==> config.mk <==
export PLATFORM = sky130hd
export DESIGN_NAME = tbvf_mul
export DESIGN_NICKNAME = d
export VERILOG_FILES = /design/src/design/tbvf_mul.sv
export SDC_FILE = /design/constraint.sdc
export NUM_CORES = 2
export LEC_CHECK = 0
export BUFFER_PORTS_ARGS = -buffer_cell sky130_fd_sc_hd__buf_2
export CORE_MARGIN = 5
export CORE_UTILIZATION = 40
export DETAILED_ROUTE_END_ITERATION = 6
export SLEW_MARGIN = 20
export SYNTH_ARGS = -nofsm -noshare
export SYNTH_HDL_FRONTEND = slang
export SYNTH_SLANG_ARGS = --single-unit
==> constraint.sdc <==
create_clock -name clk_i -period 14 [get_ports clk_i]
set_input_delay 3.5 -clock clk_i [delete_from_list [all_inputs] [get_ports clk_i]]
set_output_delay 3.5 -clock clk_i [all_outputs]
set_load 0.05 [all_outputs]
==> src/design/tbvf_mul.sv <==
// ----------------------------------------------------------------------------
// tbvf_mul
// Two-stage unsigned multiplier built from four half-width partial products.
// ----------------------------------------------------------------------------
`default_nettype none

module tbvf_mul #(
  parameter int unsigned AW = 41,
  parameter int unsigned BW = 41
) (
  input  wire              clk_i,
  input  wire              en_i,
  input  wire  [AW-1:0]    a_i,
  input  wire  [BW-1:0]    b_i,
  output logic [AW+BW-1:0] p_o
);

  localparam int unsigned AL = AW / 2;
  localparam int unsigned AH = AW - AL;
  localparam int unsigned BL = BW / 2;
  localparam int unsigned BH = BW - BL;
  localparam int unsigned PW = AW + BW;

  logic [AL+BL-1:0] ll_q;
  logic [AL+BH-1:0] lh_q;
  logic [AH+BL-1:0] hl_q;
  logic [AH+BH-1:0] hh_q;
  logic [PW-1:0]    p_d, p_q;

  always_ff @(posedge clk_i) begin
    if (en_i) begin
      ll_q <= a_i[AL-1:0]  * b_i[BL-1:0];
      lh_q <= a_i[AL-1:0]  * b_i[BW-1:BL];
      hl_q <= a_i[AW-1:AL] * b_i[BL-1:0];
      hh_q <= a_i[AW-1:AL] * b_i[BW-1:BL];
      p_q  <= p_d;
    end
  end

  assign p_d = PW'(ll_q) + (PW'(lh_q) << BL) + (PW'(hl_q) << AL) + (PW'(hh_q) << (AL + BL));
  assign p_o = p_q;

endmodule

`default_nettype wire

==> results.md <==
* Run status: completed
* Post-synth net total at between 9k and 10k
* Die Span X at roughly 420 µm
* Starting Density at around two fifths
* RSZ-0062 raised after global routing: false
* Gate Count Post-Synth at 7122
* CTS tree: built
* R2R depth at 13
* Initial DRT Pass Iterations at 6
* Reg2reg start: ll_q[21]
* Final Util at 42.5%
* Layout area overhead at 5.85%
* Setup bufs post-CTS at 0
* Slew Viols, Final at 0
* Clk sinks at 246
* Critical path peak fanout at a little over 40
* Clock root buffer: clkbuf_16
* Seq cells post-synth at 246
* Initial antenna violation count at 18
* Worst EP required at roughly 14 ns
* Post-synth EDFFs at 246
* DR vias at ~48k
* Nets at 9152
* Die Ht at 419 µm
* Number of global-route vias before repair at 51.0k
* Port Buf Inserts at ~170
* Total track usage at 21.9%
* Post-synthesis async set-or-reset flop share at 0%
* FMAX at 94.0 MHz
* Ys flop type: edfxtp_1
* Avg Synthesized Cell Area at about 9.4 µm²
* Clock-pin slew on the worst setup and hold paths at 0.06 ns
* Worst Tran Pin Value at 1.18 ns
* Rel. slew slack at 20.9%
* Num CTS Buffers at 34
* H-tree levels at 2
* DRC viols at 0
* Largest net degree at the start of global routing at ~130
* Internal reg-to-reg setup slack at between 9 and 10 ns
* Final Non-Filler Cells at between 9k and 10k
* Worst skew pair latency at 0.61 ns
* Period minus WS final at 10.64 ns
* Final worst-path cycle share at between 70 and 80%
* Critical Path Start Type: input port
* Clock Skew at 0.0384 ns
* CTS Hold Buffers Added at 0
* Final Setup Violations at 0
* Synth warnings at 0
* GRT overflow at 0
* Clk buf depth at 3
* Vias per cell at 5.17
* Wirelength per Cell at just over 20 µm
* Cell variety after synth at 78
* Worst min path class: reg -> reg
* Worst r2r dst: p_o[69]
* Standard-cell rows at 150
* 1st-iter DRT viols at 2932
* Antenna Violating Nets Remaining at 0
* Io pins at 166
* Die area at 176000 µm²
* Hold Fails Final Rpt at 0
* Crit path to: hh_q[41]
* Share of layout cells above drive strength 1 at 4.48%
* DRT Wirelength at 190000 µm
* Commonest cells after routing, fill and taps aside: 1569 x inv_1, 1396 x fa_1, 908 x and2_1, 903 x nand2_1, 645 x ha_1
* First-pass GRT wire length at slightly below 300000 µm
* Crit. End Element: flip-flop
* Filler instances at 16.3k
* Core area at 167000 µm²
* TNS Setup at 0 ns
* Resized Gates After CTS at 0
* Sequential fraction of the synthesis area at 11.0%
* Worst Setup SP: b_i[25]
* Placed cell count at between 9k and 10k
* Arr. time, crit path at 10.97 ns
* Post-Synthesis Cell Area at 67000 µm²
* Dpl hpwl at 145000 µm
* Leading cell type in the layout, fill and taps excluded: inv_1
* Max Cap Viol at 0
* Crit path kind: in -> reg
* RePlAce Congestion at a little under 0.9
-- through the flow --
step	hold WS [ns]	setup slack, ns	area (µm²)
after floorplan	0.400	4.11	67000
after CTS	0.420	3.52	70900
after detailed placement	0.405	2.88	69700
after global routing	0.431	3.09	70900
after global placement	0.400	3.03	69700
final	0.419	3.36	70900
-- Yosys cell counts, types with 19 or more instances --
master	number	area, µm²
xor2_1	69	604
o21bai_1	25	188
inv_1	1569	5890
and2_1	908	5680
nand3_1	49	245
nor2b_1	23	144
o21a_1	19	143
ha_1	645	8070
xnor2_1	138	1210
nor2_1	112	420
a31oi_1	24	150
nand2_1	903	3390
a21o_1	111	833
nand4_1	25	156
edfxtp_1	246	7390
o21ai_0	70	350
nor3_1	23	115
a21oi_1	192	961
fa_1	1396	27900
clkbuf_1	361	1360
-- cells by family after synthesis --
kind of cell | Yosys count | synth area share (%)
buf+inv | 1932 | 10.8
xor+xnor | 207 | 2.71
compound gates | 592 | 5.86
fa+ha+maj | 2041 | 53.8
flops | 246 | 11.0
simple gates | 2104 | 15.8
-- worst min path at each step --
stage	start	to	slack (ns)	cells after the start
after floorplan	ll_q[0]	p_o[0]	0.40	0
after global placement	ll_q[1]	p_o[1]	0.40	0
after detailed placement	ll_q[3]	p_o[3]	0.41	0
after CTS	ll_q[3]	p_o[3]	0.42	0
after global routing	ll_q[5]	p_o[5]	0.43	0
final	ll_q[3]	p_o[3]	0.42	0
-- registers in the layout, summed over array words and instances, names as in the netlist --
| register | flops |
|---|---|
| lh_q | 41 |
| hl_q | 41 |
| ll_q | 40 |
| p_o | 82 |
| hh_q | 42 |
-- critical path: stages --
cell and delay, ns:
buf_2 0.83, and2_1 0.28, fa_1 0.44, fa_1 0.51
inv_1 0.05, fa_1 0.47, inv_1 0.05, fa_1 0.50
inv_1 0.06, fa_1 0.54, inv_1 0.05, fa_1 0.48
inv_1 0.05, fa_1 0.48, inv_1 0.06, ha_1 0.35
o21ai_0 0.14, a21boi_0 0.20, o211a_1 0.17, a211oi_1 0.07
o31ai_1 0.79, a21oi_1 0.28, nor3_1 0.32, o21ai_1 0.13
xnor2_1 0.13
-- final cells by class --
type                    count  area, µm²  share of cell area (%)
flip-flops and latches    246       7390                    10.4
clock inverters            25        283                   0.399
clock buffers              37        862                    1.22
diodes                     11       27.5                  0.0388
repair buffers            232       1350                    1.91
inverters                1569       5890                    8.31
well taps                2204       2760                    3.89
multi-input cells        4944      52300                    73.8
-- routing by layer --
metal  up-vias  GRT usage, %  share of wire (%)
met1     24900          29.4                 42
met4         2          8.60                4.2
met3       282          3.28                6.6
li1      21300             -                  -
met5         -             0             0.0069
met2      1488          36.0                 47
Power is not shown: default switching activity piles up to over one toggle a cycle in this logic, so the estimate is an artifact.
