## src/design/tbvf_delay.sv

```systemverilog
// ----------------------------------------------------------------------------
// tbvf_delay
// Enabled shift line that keeps side data aligned with the datapath stages.
// ----------------------------------------------------------------------------
`default_nettype none

module tbvf_delay #(
  parameter int unsigned W = 8,
  parameter int unsigned D = 2
) (
  input  wire          clk_i,
  input  wire          en_i,
  input  wire  [W-1:0] d_i,
  output logic [W-1:0] q_o
);

  logic [W-1:0] dly_q [D];

  always_ff @(posedge clk_i) begin
    if (en_i) begin
      dly_q[0] <= d_i;
      for (int k = 1; k < D; k++) begin
        dly_q[k] <= dly_q[k-1];
      end
    end
  end

  assign q_o = dly_q[D-1];

endmodule

`default_nettype wire
```

## config.mk

```make
export PLATFORM = sky130hd
export DESIGN_NAME = tbvf_delay
export DESIGN_NICKNAME = d
export VERILOG_FILES = /design/src/design/tbvf_delay.sv
export SDC_FILE = /design/constraint.sdc
export NUM_CORES = 1
export LEC_CHECK = 0
export BUFFER_PORTS_ARGS = -buffer_cell sky130_fd_sc_hd__buf_2
export CORE_MARGIN = 2
export CORE_UTILIZATION = 35
export CTS_CLUSTER_DIAMETER = 50
export DETAILED_ROUTE_END_ITERATION = 8
export PLACE_DENSITY = 0.7
export SETUP_SLACK_MARGIN = 0.02
export SLEW_MARGIN = 10
export SYNTH_ARGS = -nofsm -noshare
export SYNTH_HDL_FRONTEND = slang
export SYNTH_SLANG_ARGS = --single-unit
```

## constraint.sdc

```tcl
create_clock -name clk_i -period 1.2 [get_ports clk_i]
set_input_delay 0.06 -clock clk_i [delete_from_list [all_inputs] [get_ports clk_i]]
set_output_delay 0.06 -clock clk_i [all_outputs]
set_load 0.1 [all_outputs]
```

==> results of run 1 <==
## repair_timing
item	in CTS	in global routing
hold buffers	8	0
buffers inserted	0	0
endpoints found under the hold margin	8	0
## per-stage QoR
| stage | hold WS (ns) | utilization | instance area [um2] | instances | total power [mW] |
|---|---|---|---|---|---|
| after global routing | 0.205 | 0.470 | 692 | 61 | 1.17 |
| final | 0.191 | 0.470 | 692 | 61 | 1.13 |
| after detailed placement | 0.239 | 0.398 | 586 | 49 | 0.855 |
| after CTS | 0.191 | 0.470 | 692 | 61 | 1.14 |
| after global placement | 0.237 | 0.398 | 586 | 49 | 0.851 |
| after floorplan | 0.159 | - | 541 | 24 | 0.838 |
## kinds of logic after synthesis
kind of cell	after synthesis	share of synthesized area
flops	16	0.889
buf+inv	8	0.111
## where the power goes
| part | internal (mW) | switching [mW] |
|---|---|---|
| combinational | 0.0384 | 0.151 |
| clock | 0.120 | 0.148 |
| sequential | 0.662 | 0.00835 |
| total | 0.820 | 0.308 |
## how the worst max path moves through the flow
stage                       from     end  slack, ns  depth (start not counted)
floorplan            dly_q[0][8]  q_o[0]       0.57                          1
global placement    dly_q[0][15]  q_o[7]       0.43                          1
detailed placement   dly_q[0][8]  q_o[0]       0.41                          1
CTS                  dly_q[0][8]  q_o[0]       0.09                          1
global route        dly_q[0][12]  q_o[4]       0.07                          1
finish               dly_q[0][8]  q_o[0]       0.11                          1
## routing by layer
metal	vias up	routed length, um	global-route usage
met3	0	60	0.0255
li1	121	-	-
met4	0	0	0.0909
met1	113	227	0.0795
met2	12	312	0.113
met5	-	0	0
## cells in the final DEF (no fill, tap or decap)
| master | synthesis | layout |
|---|---|---|
| edfxtp_1 | 16 | 16 |
| clkinv_1 | 0 | 1 |
| dlygate4sd3_1 | 0 | 8 |
| buf_2 | 0 | 17 |
| clkbuf_4 | 0 | 3 |
## cell type report
type                  instances  area [um2]
Clock buffer                  3        22.5
Clock inverter                1        3.75
Fill cell                   144         779
Sequential cell              16         480
Tap cell                     16        20.0
Timing Repair Buffer         25         165
==> flow_summary.json, run 1 <==
{
  "critPathKind": "reg2out",
  "drtAntennaViolNets": 0,
  "yosysSeqAreaShare": 0.889,
  "diodes": 0,
  "cts_tree": "yes",
  "leakagePower_nw": 0.272,
  "die_area_um2": 1870,
  "die_h_um": 43.3,
  "cts_buffers": 3,
  "core_area_um2": 1470,
  "max-slew-margin-rel": 0.677,
  "end_kind": "output pin",
  "cts-resized-gates": 0,
  "crit_buf_inv": 1,
  "worstSetupStartpointType": "flip-flop",
  "cts_max_level": 1,
  "r2r-start": "dly_q[0][3]",
  "io_buffers": 17,
  "antenna_found_initial": 0,
  "fp.dieW_um": 43.3,
  "cp_cell_sequence": "buf_2",
  "tightest_slew_ns": 0.488,
  "ys_ff_latch": 16,
  "clock_path_buffers": 2,
  "slew_violations": 0,
  "finalHoldViolCount": 0,
  "synth_nets": 34,
  "synth_edf_count": 16,
  "grt_pass1_wl_um": 972,
  "vias": 246,
  "grt_max_degree": 17,
  "dr.first_iter.drc_count": 1,
  "ys_warn_count": 0,
  "finClkSkew_ns": 0.00846,
  "syn_area_um2": 541,
  "timing.fmax_mhz": 917,
  "netlist_top_cells_count": "edfxtp_1 (16), buf_4 (8)",
  "critPathTopFamily": "buffers and inverters",
  "synth_area_leader_cell": "edfxtp_1",
  "nMultiInputCombCells": 0,
  "dp_slack_ns": 0.408,
  "top_regs": "dly_q: 16 flops",
  "wl_per_cell_um": 9.84,
  "wirelength_um": 600,
  "rr_endpoint": "dly_q[0][11]",
  "rows": 14,
  "hold_start": "en_i",
  "drtPass1Iterations": 2,
  "cts_root_buf": "clkbuf_4",
  "ioPinCount": 18,
  "fin_crit_ns": 1.09,
  "cap_viol_max_count": 0,
  "arrival_ns": 1.03,
  "grt_overflow_total": 0,
  "setup_viol": 0,
  "avgSynthCellArea_um2": 22.5,
  "initial_core_util": 0.367,
  "largest_reg_flops": 16,
  "max_stage_delay_ns": 0.42,
  "rsz0062_at_grt": "no",
  "yosysUniqueCellTypes": 2,
  "clkLatencyLatePin_ns": 0.28,
  "gp_congestion": 0.543,
  "holdCritPathClass": "in2reg",
  "grtUsageTotal": 0.0775,
  "synthTopCellsByArea": "edfxtp_1 (89%), buf_4 (11%)",
  "critPathMaxFanout": 1,
  "cp_slowest_cell": "buf_2",
  "fin_tns_setup_ns": 0,
  "clkSlewWorstSetupHoldPaths_ns": 0.09,
  "drive_above_1_share": 0.444,
  "grt_pass1_vias": 237,
  "synth_most_common_cell": "edfxtp_1",
  "cts_sinks": 16,
  "crit_required_ns": 1.14,
  "vias_per_cell": 4.03,
  "reg2reg_depth": 0,
  "fin_crit_sh": 0.909,
  "syn2layout_area_growth_pct": 28.0,
  "drc": 0,
  "finalWorstSetupSlack_ns": 0.110,
  "ff2ff_setup_slack_ns": 0.56,
  "regMostFlops": "dly_q",
  "status": "finished clean",
  "multi_input_comb_area_um2": 0,
  "async_flop_share": 0,
  "num-nets-final": 56,
  "min_to": "dly_q[0][12]",
  "postSynthCellCount": 24,
  "whs_path_depth": 1,
  "synth_top_area_frac": 0.889,
  "ir_drop_mv": 0.641,
  "power.density_cell_area_nw_per_um2": 1630,
  "ys.flop_type": "edfxtp_1"
}
Note: power is estimated with default switching activity, not from simulation.
==> inputs of run 2 (changes only) <==
--- a/config.mk
+++ b/config.mk
@@ -6,11 +6,11 @@
 export NUM_CORES = 1
 export LEC_CHECK = 0
 export BUFFER_PORTS_ARGS = -buffer_cell sky130_fd_sc_hd__buf_2
-export CORE_MARGIN = 2
-export CORE_UTILIZATION = 35
+export CORE_AREA = 2 2 39 41
 export CTS_CLUSTER_DIAMETER = 50
 export DETAILED_ROUTE_END_ITERATION = 8
-export PLACE_DENSITY = 0.7
+export DIE_AREA = 0 0 41 43
+export PLACE_DENSITY = 0.77
 export SETUP_SLACK_MARGIN = 0.02
 export SLEW_MARGIN = 10
 export SYNTH_ARGS = -nofsm -noshare
==> run 2 against run 1 <==
Net effect:
- fmax up 0.35%
- clock-buffer cell count stayed put
- non-clock buffer count did not move
- sequential power hardly changed
==> flow_summary.json, run 2 (synthesized netlist as in run 1, its figures left out) <==
{
  "dr.first_iter.drc_count": 5,
  "cp_slowest_cell": "buf_2",
  "top_regs": "dly_q: 16 flops",
  "cts_tree": "yes",
  "ir_drop_mv": 0.593,
  "setup_viol": 0,
  "final_common_cell": "buf_2",
  "critPathKind": "reg2out",
  "arrival_ns": 1.03,
  "critPathTopFamily": "buffers and inverters",
  "syn2layout_area_growth_pct": 28.0,
  "finClkSkew_ns": 0.00397,
  "grt_pass1_wl_um": 924,
  "cts_max_level": 1,
  "wl_met2_um": 314,
  "holdCritPathClass": "in2reg",
  "end_kind": "output pin",
  "fillerInstances": 117,
  "vias": 239,
  "wirelength_um": 603,
  "regMostFlops": "dly_q",
  "crit_buf_inv": 1,
  "nMultiInputCombCells": 0,
  "initial_core_util": 0.391,
  "io_buffers": 17,
  "rsz0062_at_grt": "no",
  "grt_max_degree": 17,
  "power.internal_uw": 820,
  "grt_pass1_vias": 235,
  "grt_overflow_total": 0,
  "gp_congestion": 0.628,
  "clock_path_buffers": 2,
  "slew_violations": 0,
  "finalHoldViolCount": 0,
  "power.density_cell_area_nw_per_um2": 1620,
  "postCtsHoldBufs": 8,
  "postCtsSetupBuffers": 0,
  "fin_crit_sh": 0.906,
  "wl_per_cell_um": 9.89,
  "drc": 0,
  "largest_reg_flops": 16,
  "wl_met3_um": 63,
  "max_stage_delay_ns": 0.42,
  "rows": 14,
  "drtPass1Iterations": 2,
  "fin_tns_setup_ns": 0,
  "diodes": 0,
  "clkSlewWorstSetupHoldPaths_ns": 0.08,
  "mostFrequentLayoutCells": "buf_2 (17), edfxtp_1 (16), dlygate4sd3_1 (8)",
  "clkLatencyLatePin_ns": 0.27,
  "timing.fmax_mhz": 920,
  "max-slew-margin-rel": 0.676,
  "critPathMaxFanout": 1,
  "fp.dieW_um": 41,
  "p_clk_frac": 0.232,
  "antenna_found_initial": 0,
  "status": "finished clean",
  "seq_area_um2": 480,
  "die_h_um": 43,
  "grtUsageTotal": 0.0896,
  "cts_buffers": 3,
  "cap_viol_max_count": 0,
  "cts_root_buf": "clkbuf_4",
  "vias_per_cell": 3.92,
  "cts_sinks": 16,
  "combinationalPowerShare": 0.170,
  "cts-resized-gates": 0,
  "met1_length_um": 225,
  "multi_input_comb_area_um2": 0,
  "highest_layer": "met3",
  "seq_power_share": 0.598,
  "worstSetupStartpointType": "flip-flop",
  "fin_hold_ws_ns": 0.202,
  "core_area_um2": 1380,
  "drtAntennaViolNets": 0,
  "num-nets-final": 56,
  "drive_above_1_share": 0.444,
  "fin_crit_ns": 1.09,
  "tightest_slew_ns": 0.490,
  "die_area_um2": 1760,
  "leakagePower_nw": 0.272,
  "p_sw_uw": 300,
  "cp_cell_sequence": "buf_2",
  "ioPinCount": 18,
  "switching_share": 0.267,
  "crit_required_ns": 1.14
}
-- run 2: cell counts in the layout (fill, tap and decap cells not counted) --
No cell type changed its count.
-- run 2: layer usage --
metal,track usage,vias up
li1,-,121
met1,0.0836,101
met2,0.131,17
met3,0.0471,0
met4,0.0800,0
met5,0,-
-- run 2: per-stage QoR --
stage / total power [mW] / instances / util / worst slack, ns / area, um2
6_report: 1.12 / 61 / 0.500 / 0.113 / 692
5_1_grt: 1.18 / 61 / 0.500 / 0.0681 / 692
4_1_cts: 1.14 / 61 / 0.500 / 0.0928 / 692
3_5_place_dp: 0.855 / 49 / 0.423 / 0.405 / 586
3_3_place_gp: 0.852 / 49 / 0.423 / 0.424 / 586
2_1_floorplan: 0.838 / 24 / - / 0.565 / 541
-- run 2: power groups by stage --
stage | Sequential [mW] | Clock, mW | Combinational (mW)
global placement | 0.682 | 0 | 0.170
detailed placement | 0.684 | 0 | 0.171
finish | 0.670 | 0.259 | 0.191
floorplan | 0.681 | 0 | 0.157
CTS | 0.671 | 0.276 | 0.190
global route | 0.674 | 0.307 | 0.198
-- run 2: path summary, 6_finish.rpt --
path | startpoint | to | slack, ns | cells past startpoint
setup / recovery | dly_q[0][15] | q_o[7] | 0.11 | 1
hold / removal | en_i | dly_q[0][7] | 0.20 | 1
setup reg to reg | dly_q[0][4] | dly_q[0][12] | 0.57 | 0
hold reg to reg | dly_q[0][0] | dly_q[0][8] | 0.42 | 0
-- run 2: layout make-up --
cell class	count	share of cell area
Clock inverter	1	0.00542
Sequential cell	16	0.694
Timing Repair Buffer	25	0.239
Tap cell	16	0.0289
Clock buffer	3	0.0325
